`config.mk`:
```
export PLATFORM = sky130hd
export DESIGN_NAME = weekly_alarm_next_ring_top
export DESIGN_NICKNAME = d
export VERILOG_FILES = /design/src/hw/rtl/wan_pkg.sv /design/src/hw/rtl/wan_ctrl.sv /design/src/hw/rtl/wan_dp.sv /design/src/hw/rtl/weekly_alarm_next_ring_top.sv
export SDC_FILE = /design/constraint.sdc
export NUM_CORES = 1
export LEC_CHECK = 0
export BUFFER_PORTS_ARGS = -buffer_cell sky130_fd_sc_hd__buf_4
export CAP_MARGIN = 40
export CORE_MARGIN = 1.5
export CORE_UTILIZATION = 46
export CTS_BUF_LIST = sky130_fd_sc_hd__clkbuf_8 sky130_fd_sc_hd__clkbuf_16
export CTS_CLUSTER_DIAMETER = 150
export DETAILED_ROUTE_END_ITERATION = 10
export GPL_TIMING_DRIVEN = 0
export PLACE_DENSITY = 0.7
export SKIP_CTS_REPAIR_TIMING = 1
export SYNTH_ARGS = -nofsm -noshare
export SYNTH_HDL_FRONTEND = slang
export SYNTH_SLANG_ARGS = --single-unit
```
`constraint.sdc`:
```
create_clock -name i_clk -period 10.2 [get_ports i_clk]
set_input_delay 1.02 -clock i_clk [delete_from_list [all_inputs] [get_ports i_clk]]
set_output_delay 1.02 -clock i_clk [all_outputs]
set_load 0.01 [all_outputs]
```
`src/hw/rtl/wan_pkg.sv`:
```
// Shared types and constants of the weekly alarm next-ring block.
package wan_pkg;

    localparam int unsigned DAY_SECONDS    = 86400;
    localparam int unsigned WEEK_SECONDS   = 604800;
    localparam int unsigned MINUTE_SECONDS = 60;
    localparam logic [7:0]  ENABLE_BIT     = 8'h01;

    localparam logic [11:0] RING_LENGTH_RESET = 12'd60;

    localparam int unsigned CFG_INDEX_W = 8;
    localparam int unsigned CFG_DATA_W  = 12;

    localparam logic [CFG_INDEX_W-1:0] CFG_DAY_ORIGIN  = 8'd0;
    localparam logic [CFG_INDEX_W-1:0] CFG_RING_LENGTH = 8'd1;

    localparam logic CMD_WRITE   = 1'b0;
    localparam logic CMD_COMPUTE = 1'b1;

    // Top shift of the week and day reduction passes
    localparam logic [3:0] FOLD_SHIFT_TOP = 4'd13;
    localparam logic [3:0] DAY_SHIFT_TOP  = 4'd2;

    localparam logic [2:0] SLOT_ONESHOT = 3'd0;
    localparam logic [2:0] SLOT_LAST    = 3'd7;

    typedef enum logic [2:0] {
        ST_IDLE,
        ST_FOLD,
        ST_DAYMOD,
        ST_SEARCH,
        ST_FINISH
    } t_state;

    typedef struct packed {
        logic       wr_entry;
        logic       load;
        logic       fold_step;
        logic       day_step;
        logic       search_step;
        logic       finish;
        logic [3:0] shift;
        logic [2:0] slot;
    } t_dp_cmd;

    typedef struct packed {
        logic out_free;
    } t_dp_status;

endpackage

```
`src/hw/rtl/wan_ctrl.sv`:
```
// Sequencer of the next-ring search: fold, day reduction, candidate sweep, result.
module wan_ctrl #(
    parameter int unsigned ALARM_COUNT = 8,
    parameter int unsigned IW = (ALARM_COUNT > 1) ? $clog2(ALARM_COUNT) : 1
) (
    input  logic                i_clk,
    input  logic                i_rst_n,
    input  logic                i_in_valid,
    input  logic                i_cmd,
    output logic                o_in_ready,
    input  wan_pkg::t_dp_status i_status,
    output wan_pkg::t_dp_cmd    o_cmd,
    output logic [IW-1:0]       o_entry
);
    import wan_pkg::*;

    localparam logic [IW-1:0] ENTRY_LAST = IW'(ALARM_COUNT - 1);

    t_state        r_state, n_state;
    logic [3:0]    r_shift, n_shift;
    logic [2:0]    r_slot,  n_slot;
    logic [IW-1:0] r_entry, n_entry;

    always_ff @(posedge i_clk) begin
        if (!i_rst_n) begin
            r_state <= ST_IDLE;
            r_shift <= '0;
            r_slot  <= '0;
            r_entry <= '0;
        end else begin
            r_state <= n_state;
            r_shift <= n_shift;
            r_slot  <= n_slot;
            r_entry <= n_entry;
        end
    end

    always_comb begin
        n_state    = r_state;
        n_shift    = r_shift;
        n_slot     = r_slot;
        n_entry    = r_entry;
        o_in_ready = 1'b0;
        o_cmd      = '0;
        o_cmd.shift = r_shift;
        o_cmd.slot  = r_slot;
        unique case (r_state)
            ST_IDLE: begin
                o_in_ready = 1'b1;
                if (i_in_valid) begin
                    if (i_cmd == CMD_WRITE) begin
                        o_cmd.wr_entry = 1'b1;
                    end else begin
                        o_cmd.load = 1'b1;
                        n_shift    = FOLD_SHIFT_TOP;
                        n_state    = ST_FOLD;
                    end
                end
            end
            ST_FOLD: begin
                o_cmd.fold_step = 1'b1;
                if (r_shift == '0) begin
                    n_shift = DAY_SHIFT_TOP;
                    n_state = ST_DAYMOD;
                end else begin
                    n_shift = r_shift - 4'd1;
                end
            end
            ST_DAYMOD: begin
                o_cmd.day_step = 1'b1;
                if (r_shift == '0) begin
                    n_slot  = SLOT_ONESHOT;
                    n_entry = '0;
                    n_state = ST_SEARCH;
                end else begin
                    n_shift = r_shift - 4'd1;
                end
            end
            ST_SEARCH: begin
                o_cmd.search_step = 1'b1;
                if (r_slot == SLOT_LAST) begin
                    n_slot = SLOT_ONESHOT;
                    if (r_entry == ENTRY_LAST) begin
                        n_state = ST_FINISH;
                    end else begin
                        n_entry = r_entry + 1'b1;
                    end
                end else begin
                    n_slot = r_slot + 3'd1;
                end
            end
            ST_FINISH: begin
                // hold until the output register can take the result
                if (i_status.out_free) begin
                    o_cmd.finish = 1'b1;
                    n_state      = ST_IDLE;
                end
            end
            default: begin
                n_state = ST_IDLE;
            end
        endcase
    end

    assign o_entry = r_entry;

endmodule

```
`src/hw/rtl/wan_dp.sv`:
```
// Datapath: alarm table, configuration, time fold, candidate compare and result register.
module wan_dp #(
    parameter int unsigned ALARM_COUNT = 8,
    parameter int unsigned IW = (ALARM_COUNT > 1) ? $clog2(ALARM_COUNT) : 1
) (
    input  logic                               i_clk,
    input  logic                               i_rst_n,
    input  wan_pkg::t_dp_cmd                   i_cmd,
    input  logic [IW-1:0]                      i_entry,
    output wan_pkg::t_dp_status                o_status,
    input  logic                               i_cfg_valid,
    input  logic [wan_pkg::CFG_INDEX_W-1:0]    i_cfg_index,
    input  logic [wan_pkg::CFG_DATA_W-1:0]     i_cfg_data,
    input  logic [2:0]                         i_entry_index,
    input  logic [10:0]                        i_entry_minute,
    input  logic [7:0]                         i_entry_days,
    input  logic [31:0]                        i_now_seconds,
    input  logic [19:0]                        i_pending_seconds,
    input  logic                               i_snooze_active,
    input  logic                               i_ringing,
    input  logic                               i_on_main_screen,
    input  logic                               i_out_ready,
    output logic                               o_out_valid,
    output logic [19:0]                        o_next_seconds,
    output logic                               o_auto_off_valid,
    output logic [2:0]                         o_auto_off_index
);
    import wan_pkg::*;

    logic [2:0]    r_wk_ofs;
    logic [11:0]   r_ring_len;
    logic [10:0]   r_min  [ALARM_COUNT];
    logic [7:0]    r_days [ALARM_COUNT];

    logic [32:0]   r_cur;
    logic [19:0]   r_curday;
    logic [19:0]   r_pend;
    logic          r_snz, r_ring, r_main;
    logic [19:0]   r_best;
    logic          r_off_v;
    logic [IW-1:0] r_off_idx;

    logic          r_out_valid;
    logic [19:0]   r_out_secs;
    logic          r_out_off_v;
    logic [2:0]    r_out_off_idx;

    // configuration
    always_ff @(posedge i_clk) begin
        if (!i_rst_n) begin
            r_wk_ofs   <= '0;
            r_ring_len <= RING_LENGTH_RESET;
        end else if (i_cfg_valid) begin
            if (i_cfg_index == CFG_DAY_ORIGIN) begin
                r_wk_ofs <= i_cfg_data[2:0];
            end else if (i_cfg_index == CFG_RING_LENGTH) begin
                r_ring_len <= i_cfg_data;
            end
        end
    end

    // alarm table; cleared days keep every entry off after reset
    logic wr_hit;
    assign wr_hit = i_cmd.wr_entry && (int'(i_entry_index) < ALARM_COUNT);

    always_ff @(posedge i_clk) begin
        if (!i_rst_n) begin
            for (int i = 0; i < ALARM_COUNT; i++) begin
                r_days[i] <= '0;
            end
        end else if (wr_hit) begin
            r_days[IW'(i_entry_index)] <= i_entry_days;
        end
    end

    always_ff @(posedge i_clk) begin
        if (wr_hit) begin
            r_min[IW'(i_entry_index)] <= i_entry_minute;
        end
    end

    // fold into a second of the week, then of the day
    logic [32:0] fold_sub, fold_next;
    logic [19:0] day_sub;

    assign fold_sub  = 33'(WEEK_SECONDS) << i_cmd.shift;
    assign fold_next = (r_cur >= fold_sub) ? (r_cur - fold_sub) : r_cur;
    assign day_sub   = 20'(DAY_SECONDS) << i_cmd.shift;

    // candidate for the current slot
    logic [7:0]         days;
    logic [16:0]        mins;
    logic [2:0]         day_k;
    logic [2:0]         bit_sel;
    logic [19:0]        day_base;
    logic signed [21:0] cand_raw;
    logic [21:0]        cand_fix;
    logic [19:0]        cand;
    logic               is_oneshot;
    logic               slot_hit;
    logic               better;
    logic               take;

    always_comb begin
        days       = r_days[i_entry];
        mins       = 17'(r_min[i_entry]) * 17'(MINUTE_SECONDS);
        is_oneshot = (i_cmd.slot == SLOT_ONESHOT);
        day_k      = i_cmd.slot - 3'd1;
        bit_sel    = 3'd0 - i_cmd.slot;
        day_base   = 20'(day_k) * 20'(DAY_SECONDS);
        if (is_oneshot) begin
            cand_raw = $signed(22'(mins)) - $signed(22'(r_curday));
        end else begin
            cand_raw = $signed(22'(day_base)) + $signed(22'(mins))
                     - $signed(22'(r_cur[19:0]));
        end
        cand_fix = 22'(cand_raw);
        if (cand_raw[21] || (cand_raw == '0)) begin
            cand_fix = is_oneshot ? (22'(cand_raw) + 22'(DAY_SECONDS))
                                  : (22'(cand_raw) + 22'(WEEK_SECONDS));
        end
        cand     = cand_fix[19:0];
        slot_hit = is_oneshot ? (days == ENABLE_BIT) : days[bit_sel];
        // a one-shot wins ties, a weekly candidate must be strictly sooner
        better   = (r_best == '0) || (is_oneshot ? (cand <= r_best) : (cand < r_best));
        take     = i_cmd.search_step && days[0] && slot_hit && better;
    end

    // snooze and ring rules
    logic [19:0] snz_best;
    logic        snz_off;
    logic [19:0] ring_pend;
    logic [20:0] ring_sum;
    logic [19:0] fin_best;
    logic        fin_off;

    always_comb begin
        snz_best  = r_best;
        snz_off   = r_off_v;
        ring_pend = r_pend;
        ring_sum  = 21'(r_best) + 21'(r_ring_len);
        if (r_snz && ((r_pend < r_best) || (r_best == '0))) begin
            snz_best = r_pend;
            snz_off  = 1'b0;
        end
        ring_sum = 21'(snz_best) + 21'(r_ring_len);
        fin_best = snz_best;
        fin_off  = snz_off;
        if (r_ring) begin
            fin_off = 1'b0;
            if (r_pend == '0) begin
                ring_pend = 20'(r_ring_len);
            end
            if ((ring_pend >= snz_best) && (snz_best <= 20'(r_ring_len))
                    && (snz_best != '0)) begin
                fin_best = ring_sum[19:0];
            end else begin
                fin_best = ring_pend;
            end
        end
    end

    // working registers
    always_ff @(posedge i_clk) begin
        if (i_cmd.load) begin
            r_cur     <= 33'(i_now_seconds) + 33'(r_wk_ofs) * 33'(DAY_SECONDS);
            r_pend    <= i_pending_seconds;
            r_snz     <= i_snooze_active;
            r_ring    <= i_ringing;
            r_main    <= i_on_main_screen;
            r_best    <= '0;
            r_off_v   <= 1'b0;
            r_off_idx <= '0;
        end else begin
            if (i_cmd.fold_step) begin
                r_cur    <= fold_next;
                r_curday <= fold_next[19:0];
            end
            if (i_cmd.day_step && (r_curday >= day_sub)) begin
                r_curday <= r_curday - day_sub;
            end
            if (take) begin
                r_best  <= cand;
                r_off_v <= is_oneshot ? r_main : 1'b0;
                if (is_oneshot) begin
                    r_off_idx <= i_entry;
                end
            end
        end
    end

    // result register
    always_ff @(posedge i_clk) begin
        if (!i_rst_n) begin
            r_out_valid <= 1'b0;
        end else if (i_cmd.finish) begin
            r_out_valid <= 1'b1;
        end else if (i_out_ready) begin
            r_out_valid <= 1'b0;
        end
    end

    always_ff @(posedge i_clk) begin
        if (i_cmd.finish) begin
            r_out_secs    <= fin_best;
            r_out_off_v   <= fin_off;
            r_out_off_idx <= fin_off ? 3'(r_off_idx) : 3'd0;
        end
    end

    assign o_status.out_free = !r_out_valid || i_out_ready;
    assign o_out_valid       = r_out_valid;
    assign o_next_seconds    = r_out_secs;
    assign o_auto_off_valid  = r_out_off_v;
    assign o_auto_off_index  = r_out_off_idx;

endmodule

```
`src/hw/rtl/weekly_alarm_next_ring_top.sv`:
```
// Top level of the weekly alarm next-ring block.
// A write request (cmd 0) loads one alarm entry; writes to an entry index of
// ALARM_COUNT or more are dropped. For a compute request (cmd 1) the inputs are
// loaded at the accepting edge, then 14 steps reduce the time to a second of the
// week, 3 steps reduce it to a second of the day, eight slots per entry (the
// one-shot check and seven weekdays) go through a single shared candidate compare
// unit, and a finish step applies the snooze and ring rules as the result is
// written to the output register. The block then returns to idle before it takes
// the next request. The result sits in an output register, so the next request is
// accepted while it waits; a following compute request only holds in its finish
// step until that register is free. Configuration writes are always taken and
// should be issued only while the block is idle.
module weekly_alarm_next_ring_top #(
    parameter int unsigned ALARM_COUNT = 8
) (
    input  logic                            i_clk,
    input  logic                            i_rst_n,
    input  logic                            i_cfg_valid,
    output logic                            o_cfg_ready,
    input  logic [wan_pkg::CFG_INDEX_W-1:0] i_cfg_index,
    input  logic [wan_pkg::CFG_DATA_W-1:0]  i_cfg_data,
    input  logic                            i_in_valid,
    output logic                            o_in_ready,
    input  logic                            i_cmd,
    input  logic [2:0]                      i_entry_index,
    input  logic [10:0]                     i_entry_minute,
    input  logic [7:0]                      i_entry_days,
    input  logic [31:0]                     i_now_seconds,
    input  logic [19:0]                     i_pending_seconds,
    input  logic                            i_snooze_active,
    input  logic                            i_ringing,
    input  logic                            i_on_main_screen,
    output logic                            o_out_valid,
    input  logic                            i_out_ready,
    output logic [19:0]                     o_next_seconds,
    output logic                            o_auto_off_valid,
    output logic [2:0]                      o_auto_off_index
);
    import wan_pkg::*;

    localparam int unsigned IW = (ALARM_COUNT > 1) ? $clog2(ALARM_COUNT) : 1;

    t_dp_cmd       dp_cmd;
    t_dp_status    dp_status;
    logic [IW-1:0] entry_sel;

    assign o_cfg_ready = 1'b1;

    wan_ctrl #(
        .ALARM_COUNT (ALARM_COUNT),
        .IW          (IW)
    ) u_ctrl (
        .i_clk      (i_clk),
        .i_rst_n    (i_rst_n),
        .i_in_valid (i_in_valid),
        .i_cmd      (i_cmd),
        .o_in_ready (o_in_ready),
        .i_status   (dp_status),
        .o_cmd      (dp_cmd),
        .o_entry    (entry_sel)
    );

    wan_dp #(
        .ALARM_COUNT (ALARM_COUNT),
        .IW          (IW)
    ) u_dp (
        .i_clk             (i_clk),
        .i_rst_n           (i_rst_n),
        .i_cmd             (dp_cmd),
        .i_entry           (entry_sel),
        .o_status          (dp_status),
        .i_cfg_valid       (i_cfg_valid),
        .i_cfg_index       (i_cfg_index),
        .i_cfg_data        (i_cfg_data),
        .i_entry_index     (i_entry_index),
        .i_entry_minute    (i_entry_minute),
        .i_entry_days      (i_entry_days),
        .i_now_seconds     (i_now_seconds),
        .i_pending_seconds (i_pending_seconds),
        .i_snooze_active   (i_snooze_active),
        .i_ringing         (i_ringing),
        .i_on_main_screen  (i_on_main_screen),
        .i_out_ready       (i_out_ready),
        .o_out_valid       (o_out_valid),
        .o_next_seconds    (o_next_seconds),
        .o_auto_off_valid  (o_auto_off_valid),
        .o_auto_off_index  (o_auto_off_index)
    );

endmodule

```
==> results.ini, run 1 <==
[die]
die-area_um2=50100
pin_count=130
core_area_um2=47900
dieWidth_um=224
start_util=0.468
placementRows=80
fp.dieH_um=224

[logic_synthesis]
synth.top_cells.by_area=sky130_fd_sc_hd__edfxtp_1 34%, sky130_fd_sc_hd__ha_1 13%, sky130_fd_sc_hd__dfxtp_1 5.0%
synth_fp_nets=2615
asyncSetResetFlopFracSynth=0
ys_warn_count=0
combinational_family_with_the_most_area_after_synthesis=compound AO/OA/AOI/OAI gates
yosys-mux-area-fraction=0.0708
yosys.area_share.adder=0.147
post_synth_and_or_nand_nor_area_fraction=0.152
ys.flop_type=sky130_fd_sc_hd__edfxtp_1
post_synth_xor_area_fraction=0.0417
synth.ff_latch_count=308
synth_edf_count=252
summed_instance_area_of_the_synthesized_netlist_um2=22500
synthesis.instances=2261
synth_compound_gate_area_share=0.158
yosys.cell_count.top_type=sky130_fd_sc_hd__edfxtp_1
synth_top_area_share=0.337
syn_avg_cell_area_um2=9.93
biggest_area_consumer_among_synthesized_cells=sky130_fd_sc_hd__edfxtp_1
synth.lib_cells_used.distinct=88
synth_commonest_cells=252 x sky130_fd_sc_hd__edfxtp_1, 229 x sky130_fd_sc_hd__ha_1, 179 x sky130_fd_sc_hd__a21oi_1, 164 x sky130_fd_sc_hd__inv_1, 161 x sky130_fd_sc_hd__nor2_1
yosysSeqAreaShare=0.387

[grt]
wire_length_of_the_first_global_routing_pass_mm=96.8
global_route.overflow_total=0
grt_pass1_vias=17800
global_route.usage.total=0.249
antenna_found_initial=1
grt_max_degree=32

[place]
placed_area_um2=24400
number_of_buffers_added_on_ports=128
dp_hpwl_mm=49.5
dp_cells=3024
gp_routability_congestion=0.941

[power_and_ir_drop]
pwr-share-comb=0.572
power.switching_mw=2.91
seq_power_share=0.240
switching_share=0.425
p_int_mw=3.94
vdd.ir_drop.worst_uv=166
p_leak_nw=11.1
power-per-cell-area_nw_per_um2=256
power_frac_clock=0.188

[sta]
worstMarginPinSlew_ns=0.947
period_share=0.991
setup_repair_after_global_routing_missed_its_margin=true
max_clock_freq_ghz=0.0990
worst_slew_margin_rel=0.359
worst_hold_slack_across_all_endpoints_ns=0.485
worst_clock_skew_ns=0.0194
period_minus_slack_ns=10.10
final-hold-violation-count=0
drv_slew=0
final-setup-viol-count=0
fin_setup_tns_ns=0

[critical_path]
worst-endpoint-required_ns=10.63
cp_launch_type=flip-flop
critical_path.n_buffers_inverters=11
critical-path-slowest-cell=sky130_fd_sc_hd__fa_1
worstSetupPathType=reg2reg
slowest_stage_delay_on_critical_path_ns=0.56
crit_path_capture_type=flip-flop
cp.arrival_ns=10.54
timing.critical_path.max_delay_family=adder cells
worstPathMaxFanout=8

[drt]
drt_iter0_markers=1413
route.final.wire_length_mm=64.0
post_drt_via_cell_ratio=5.92
routed_wire_length_per_instance_um=20.4
drtPass1Iterations=5
remaining_drc_errors=0
total_via_count_after_detailed_routing=18500
ant_nets=0

[flow_run]
cap_violations=0

[final_layout]
post_layout_nonfiller_instances=3133
layout-drive-gt1-share=0.177
nets=2846
finalInstanceArea_um2=26700
syn2layout_area_growth_pct=19.1

[worst_hold_path]
hold_path.class=reg2reg

[cts]
register_clock_pin_slew_on_the_reported_worst_setup_and_hold_paths_ns=0.06
cts.root.buffer_cell=sky130_fd_sc_hd__clkbuf_16
cts_buffers=36
cts_tree=built
cts_sink_count=308
clkLatencyLatePin_ns=0.56
clock_tree.buffer_depth=3
cts_max_level=2

[status]
run_status=complete, no violations

## cell usage in the layout, fill, tap and decap left out, types with 10 or more instances in the layout
cell type	count
sky130_fd_sc_hd__a211oi_1	14
sky130_fd_sc_hd__a21o_1	64
sky130_fd_sc_hd__a21oi_1	164
sky130_fd_sc_hd__a21oi_2	14
sky130_fd_sc_hd__a31oi_1	10
sky130_fd_sc_hd__and2_1	52
sky130_fd_sc_hd__and3_1	54
sky130_fd_sc_hd__buf_2	11
sky130_fd_sc_hd__buf_4	179
sky130_fd_sc_hd__clkbuf_1	59
sky130_fd_sc_hd__clkbuf_16	37
sky130_fd_sc_hd__dfxtp_1	55
sky130_fd_sc_hd__edfxtp_1	252
sky130_fd_sc_hd__fa_1	21
sky130_fd_sc_hd__ha_1	218
sky130_fd_sc_hd__ha_4	11
sky130_fd_sc_hd__inv_1	166
sky130_fd_sc_hd__mux2_2	14
sky130_fd_sc_hd__mux2i_1	44
sky130_fd_sc_hd__mux4_2	39
sky130_fd_sc_hd__nand2_1	149
sky130_fd_sc_hd__nand2b_1	25
sky130_fd_sc_hd__nand3_1	45
sky130_fd_sc_hd__nand4_1	26
sky130_fd_sc_hd__nor2_1	150
sky130_fd_sc_hd__nor2b_1	44
sky130_fd_sc_hd__nor3_1	38
sky130_fd_sc_hd__nor4_1	16
sky130_fd_sc_hd__o211ai_1	13
sky130_fd_sc_hd__o21a_1	26
sky130_fd_sc_hd__o21ai_0	106
sky130_fd_sc_hd__o21ai_1	13
sky130_fd_sc_hd__o21bai_1	22
sky130_fd_sc_hd__o22ai_1	15
sky130_fd_sc_hd__or2_2	13
sky130_fd_sc_hd__or3_1	10
sky130_fd_sc_hd__xnor2_1	55
sky130_fd_sc_hd__xor2_1	39
## registers in the layout (all words and copies together) (netlist names), 4 cells and up, named ones only
signal and flops:
u_dp.r_cur 33, u_dp.r_days 64, u_dp.o_next_seconds 20, u_dp.r_min 88, u_dp.r_pend 20, u_dp.r_best 20, u_dp.r_curday 20, u_dp.r_ring_len 12
u_ctrl.r_shift 4
## layout make-up
| class | count | area, um^2 |
|---|---|---|
| Antenna cell | 1 | 2.50 |
| Buffer | 83 | 457 |
| Clock buffer | 37 | 915 |
| Clock inverter | 26 | 256 |
| Fill cell | 4040 | 21200 |
| Inverter | 165 | 619 |
| Multi-Input combinational cell | 1702 | 13500 |
| Sequential cell | 308 | 8690 |
| Tap cell | 615 | 769 |
| Timing Repair Buffer | 196 | 1530 |
## metal layers
metal,GRT usage,part of all wire,up-vias
met4,0.0806,0.030,0
met1,0.326,0.42,8977
met2,0.411,0.47,669
li1,-,-,8788
met5,0,0,-
met3,0.0514,0.080,110
## power groups by stage
stage,Sequential [mW],Clock (mW),Combinational (mW)
2_1_floorplan,1.63,0,2.58
3_3_place_gp,1.67,0,3.32
3_5_place_dp,1.67,0,3.41
4_1_cts,1.64,1.30,3.44
5_1_grt,1.65,1.35,4.28
6_report,1.65,1.29,3.91
## worst reg2reg max path: cells and delay by family, from the launching register on
kind / cells / cell delay [ns]
XOR/XNOR: 3 / 0.28
buffers and inverters: 11 / 1.39
AO/OA/AOI/OAI: 12 / 2.04
adder cells (fa/ha/maj): 6 / 2.26
AND/OR/NAND/NOR: 14 / 2.16
multiplexers: 5 / 1.46
flip-flops: 1 / 0.37
## stage by stage
stage | total power, mW | utilization | setup WS, ns
after floorplan | 4.21 | - | 0.0115
after global placement | 4.98 | 0.504 | -2.18
after detailed placement | 5.08 | 0.509 | -2.21
after CTS | 6.39 | 0.533 | -2.29
after global routing | 7.29 | 0.558 | -0.267
final | 6.85 | 0.558 | 0.0965
## cells by family after synthesis
logic type | count (synthesis)
flip-flops | 308
AND/OR/NAND/NOR | 677
adder cells (fa/ha/maj) | 251
other | 1
buffers and inverters | 251
multiplexers | 108
XOR/XNOR | 107
AO/OA/AOI/OAI | 558
## final timing paths
check                            start                          end  slack [ns]  cells past startpoint
min reg2reg  u_dp.r_off_v$_SDFFE_PP0P_    u_dp.r_off_v$_SDFFE_PP0P_        0.49                      2
max                          flip-flop  u_dp.r_best[6]$_SDFFE_PP0P_         0.1                     51
max reg2reg                  flip-flop  u_dp.r_best[6]$_SDFFE_PP0P_         0.1                     51
min          u_dp.r_off_v$_SDFFE_PP0P_    u_dp.r_off_v$_SDFFE_PP0P_        0.49                      2
Power figures use the tool's default switching activity.
==> run 2: changes to the inputs <==
- CTS_BUF_LIST: sky130_fd_sc_hd__clkbuf_8 sky130_fd_sc_hd__clkbuf_16 -> not set
==> run 2 against run 1 <==
Effect of this change: sequential share of layout area stayed put; combinational power is essentially flat; sequential power is essentially flat.
==> results.ini, run 2 (synthesis results as in run 1) <==
[power_and_ir_drop]
power-per-cell-area_nw_per_um2=256  ; about the same
p_leak_nw=11.0  ; -0.19%
totalPowerFinal_mw=6.85  ; about the same
vdd.ir_drop.worst_uv=165  ; -0.12%

[critical_path]
worstSetupPathType=reg2reg
cp.arrival_ns=10.51  ; -0.03 ns
worstPathMaxFanout=8  ; unchanged
slowest_stage_delay_on_critical_path_ns=0.56  ; about the same
worst-endpoint-required_ns=10.60  ; -0.03 ns
crit_path_capture_type=flip-flop
critical-path-slowest-cell=sky130_fd_sc_hd__fa_1
cp_launch_type=flip-flop

[cts]
cts_sink_count=308  ; unchanged
cts_max_level=2  ; unchanged
cts_tree=built
register_clock_pin_slew_on_the_reported_worst_setup_and_hold_paths_ns=0.06  ; about the same
cts_buffers=36  ; unchanged
clkLatencyLatePin_ns=0.56  ; about the same
clock_tree.buffer_depth=3  ; unchanged
cts.root.buffer_cell=sky130_fd_sc_hd__clkbuf_16

[final_layout]
largest_reg_flops=88  ; unchanged
final_cell_mix=252 x sky130_fd_sc_hd__edfxtp_1, 218 x sky130_fd_sc_hd__ha_1, 179 x sky130_fd_sc_hd__buf_4, 164 x sky130_fd_sc_hd__a21oi_1, 161 x sky130_fd_sc_hd__inv_1
filler_cell_count=4040  ; unchanged
multi_input_comb_area_um2=13500  ; unchanged
finalInstanceArea_um2=26700  ; unchanged
max_flop_register=u_dp.r_min
nets=2846  ; unchanged
core_util_final=0.558  ; unchanged
final_common_cell=sky130_fd_sc_hd__edfxtp_1
layout-drive-gt1-share=0.177  ; unchanged
syn2layout_area_growth_pct=19.1  ; unchanged
regArea_um2=8690  ; unchanged
largest_registers=u_dp.r_min (88), u_dp.r_days (64), u_dp.r_cur (33)

[grt]
grt_pass1_vias=17800  ; -0.0056%
global_route.overflow_total=0  ; unchanged
wire_length_of_the_first_global_routing_pass_mm=96.8  ; about the same
global_route.usage.total=0.249  ; unchanged
grt_max_degree=32  ; unchanged
antenna_found_initial=1  ; unchanged

[sta]
worstMarginPinSlew_ns=0.931  ; -0.0155 ns
period_share=0.992  ; +0.00102
period_minus_slack_ns=10.11  ; +0.0104 ns
final-setup-viol-count=0  ; unchanged
setup_repair_after_global_routing_missed_its_margin=true
drv_slew=0  ; unchanged
worst_clock_skew_ns=0.0237  ; +0.00425 ns
max_clock_freq_ghz=0.0989  ; -0.10%
worst_slew_margin_rel=0.369  ; +0.0105
worst_hold_slack_across_all_endpoints_ns=0.485  ; -0.000102 ns
final-hold-violation-count=0  ; unchanged

[die]
core_area_um2=47900  ; unchanged
fp.dieH_um=224  ; unchanged
placementRows=80  ; unchanged
die-area_um2=50100  ; unchanged
pin_count=130  ; unchanged
dieWidth_um=224  ; unchanged
start_util=0.468  ; unchanged

[drt]
ant_nets=0  ; unchanged
routed_wire_length_per_instance_um=20.4  ; -0.12%
drt_iter0_markers=1436  ; +1.6%
route.final.wire_length_mm=63.9  ; -0.12%
post_drt_via_cell_ratio=5.90  ; -0.38%
remaining_drc_errors=0  ; unchanged
drtPass1Iterations=7  ; +2
total_via_count_after_detailed_routing=18500  ; -0.38%

[place]
dp_hpwl_mm=49.5  ; unchanged
gp_routability_congestion=0.941  ; unchanged
placed_area_um2=24400  ; unchanged
number_of_buffers_added_on_ports=128  ; unchanged

[worst_hold_path]
hold_path.class=reg2reg

[status]
run_status=complete, no violations

[flow_run]
cap_violations=0  ; unchanged

## run 2: cell count changes in the layout (fill, tap and decap cells not counted), sizes merged
| cell | change |
|---|---|
| inv | -5 |
| clkbuf | +5 |
## run 2: area by class of cell
cell class / instances / area share
flip-flops and latches: 308 / 0.325
well taps: 615 / 0.0288
plain buffers: 83 / 0.0171
inverters: 165 / 0.0232
repair buffers: 196 / 0.0572
clock buffers: 42 / 0.0349
diodes: 1 / 0.0000936
clock inverters: 21 / 0.00889
multi-input cells: 1702 / 0.505
## run 2: path summary, 6_finish.rpt
path                                  start                           end  slack (ns)  cells after the start
setup / recovery                  flip-flop  u_dp.r_best[13]$_SDFFE_PP0P_        0.09                     50
hold / removal    u_dp.r_off_v$_SDFFE_PP0P_     u_dp.r_off_v$_SDFFE_PP0P_        0.49                      2
setup reg to reg                  flip-flop  u_dp.r_best[13]$_SDFFE_PP0P_        0.09                     50
hold reg to reg   u_dp.r_off_v$_SDFFE_PP0P_     u_dp.r_off_v$_SDFFE_PP0P_        0.49                      2
## run 2: power by group
part           total [mW]  switching (mW)  leakage [nW]  internal, mW
sequential           1.65          0.0862          2.84          1.56
clock                1.29           0.529         0.577         0.763
combinational        3.91            2.29          7.62          1.62
## run 2: stage by stage
step,std cells,TNS [ns],setup slack [ns]
3_3_place_gp,3004,-50.88,-2.18
3_5_place_dp,3024,-50.74,-2.21
2_1_floorplan,2261,0,0.0115
5_1_grt,3132,-5.48,-0.267
6_report,3133,0,0.0860
4_1_cts,3087,-52.60,-2.29
## run 2: worst max-delay path: cells and delay by family, from the launching register on
kind | cells | cell delay [ns]
xor+xnor | 3 | 0.28
compound gates | 13 | 2.10
simple gates | 13 | 2.09
flops | 1 | 0.37
fa+ha+maj | 6 | 2.26
buf+inv | 11 | 1.54
mux | 4 | 1.30
## run 2: per-layer routing
layer | global-route usage | part of all wire | up-vias
met5 | 0 | 0 | -
met4 | 0.0806 | 0.029 | 0
met3 | 0.0514 | 0.079 | 104
met2 | 0.411 | 0.47 | 655
met1 | 0.326 | 0.42 | 8926
li1 | - | - | 8789
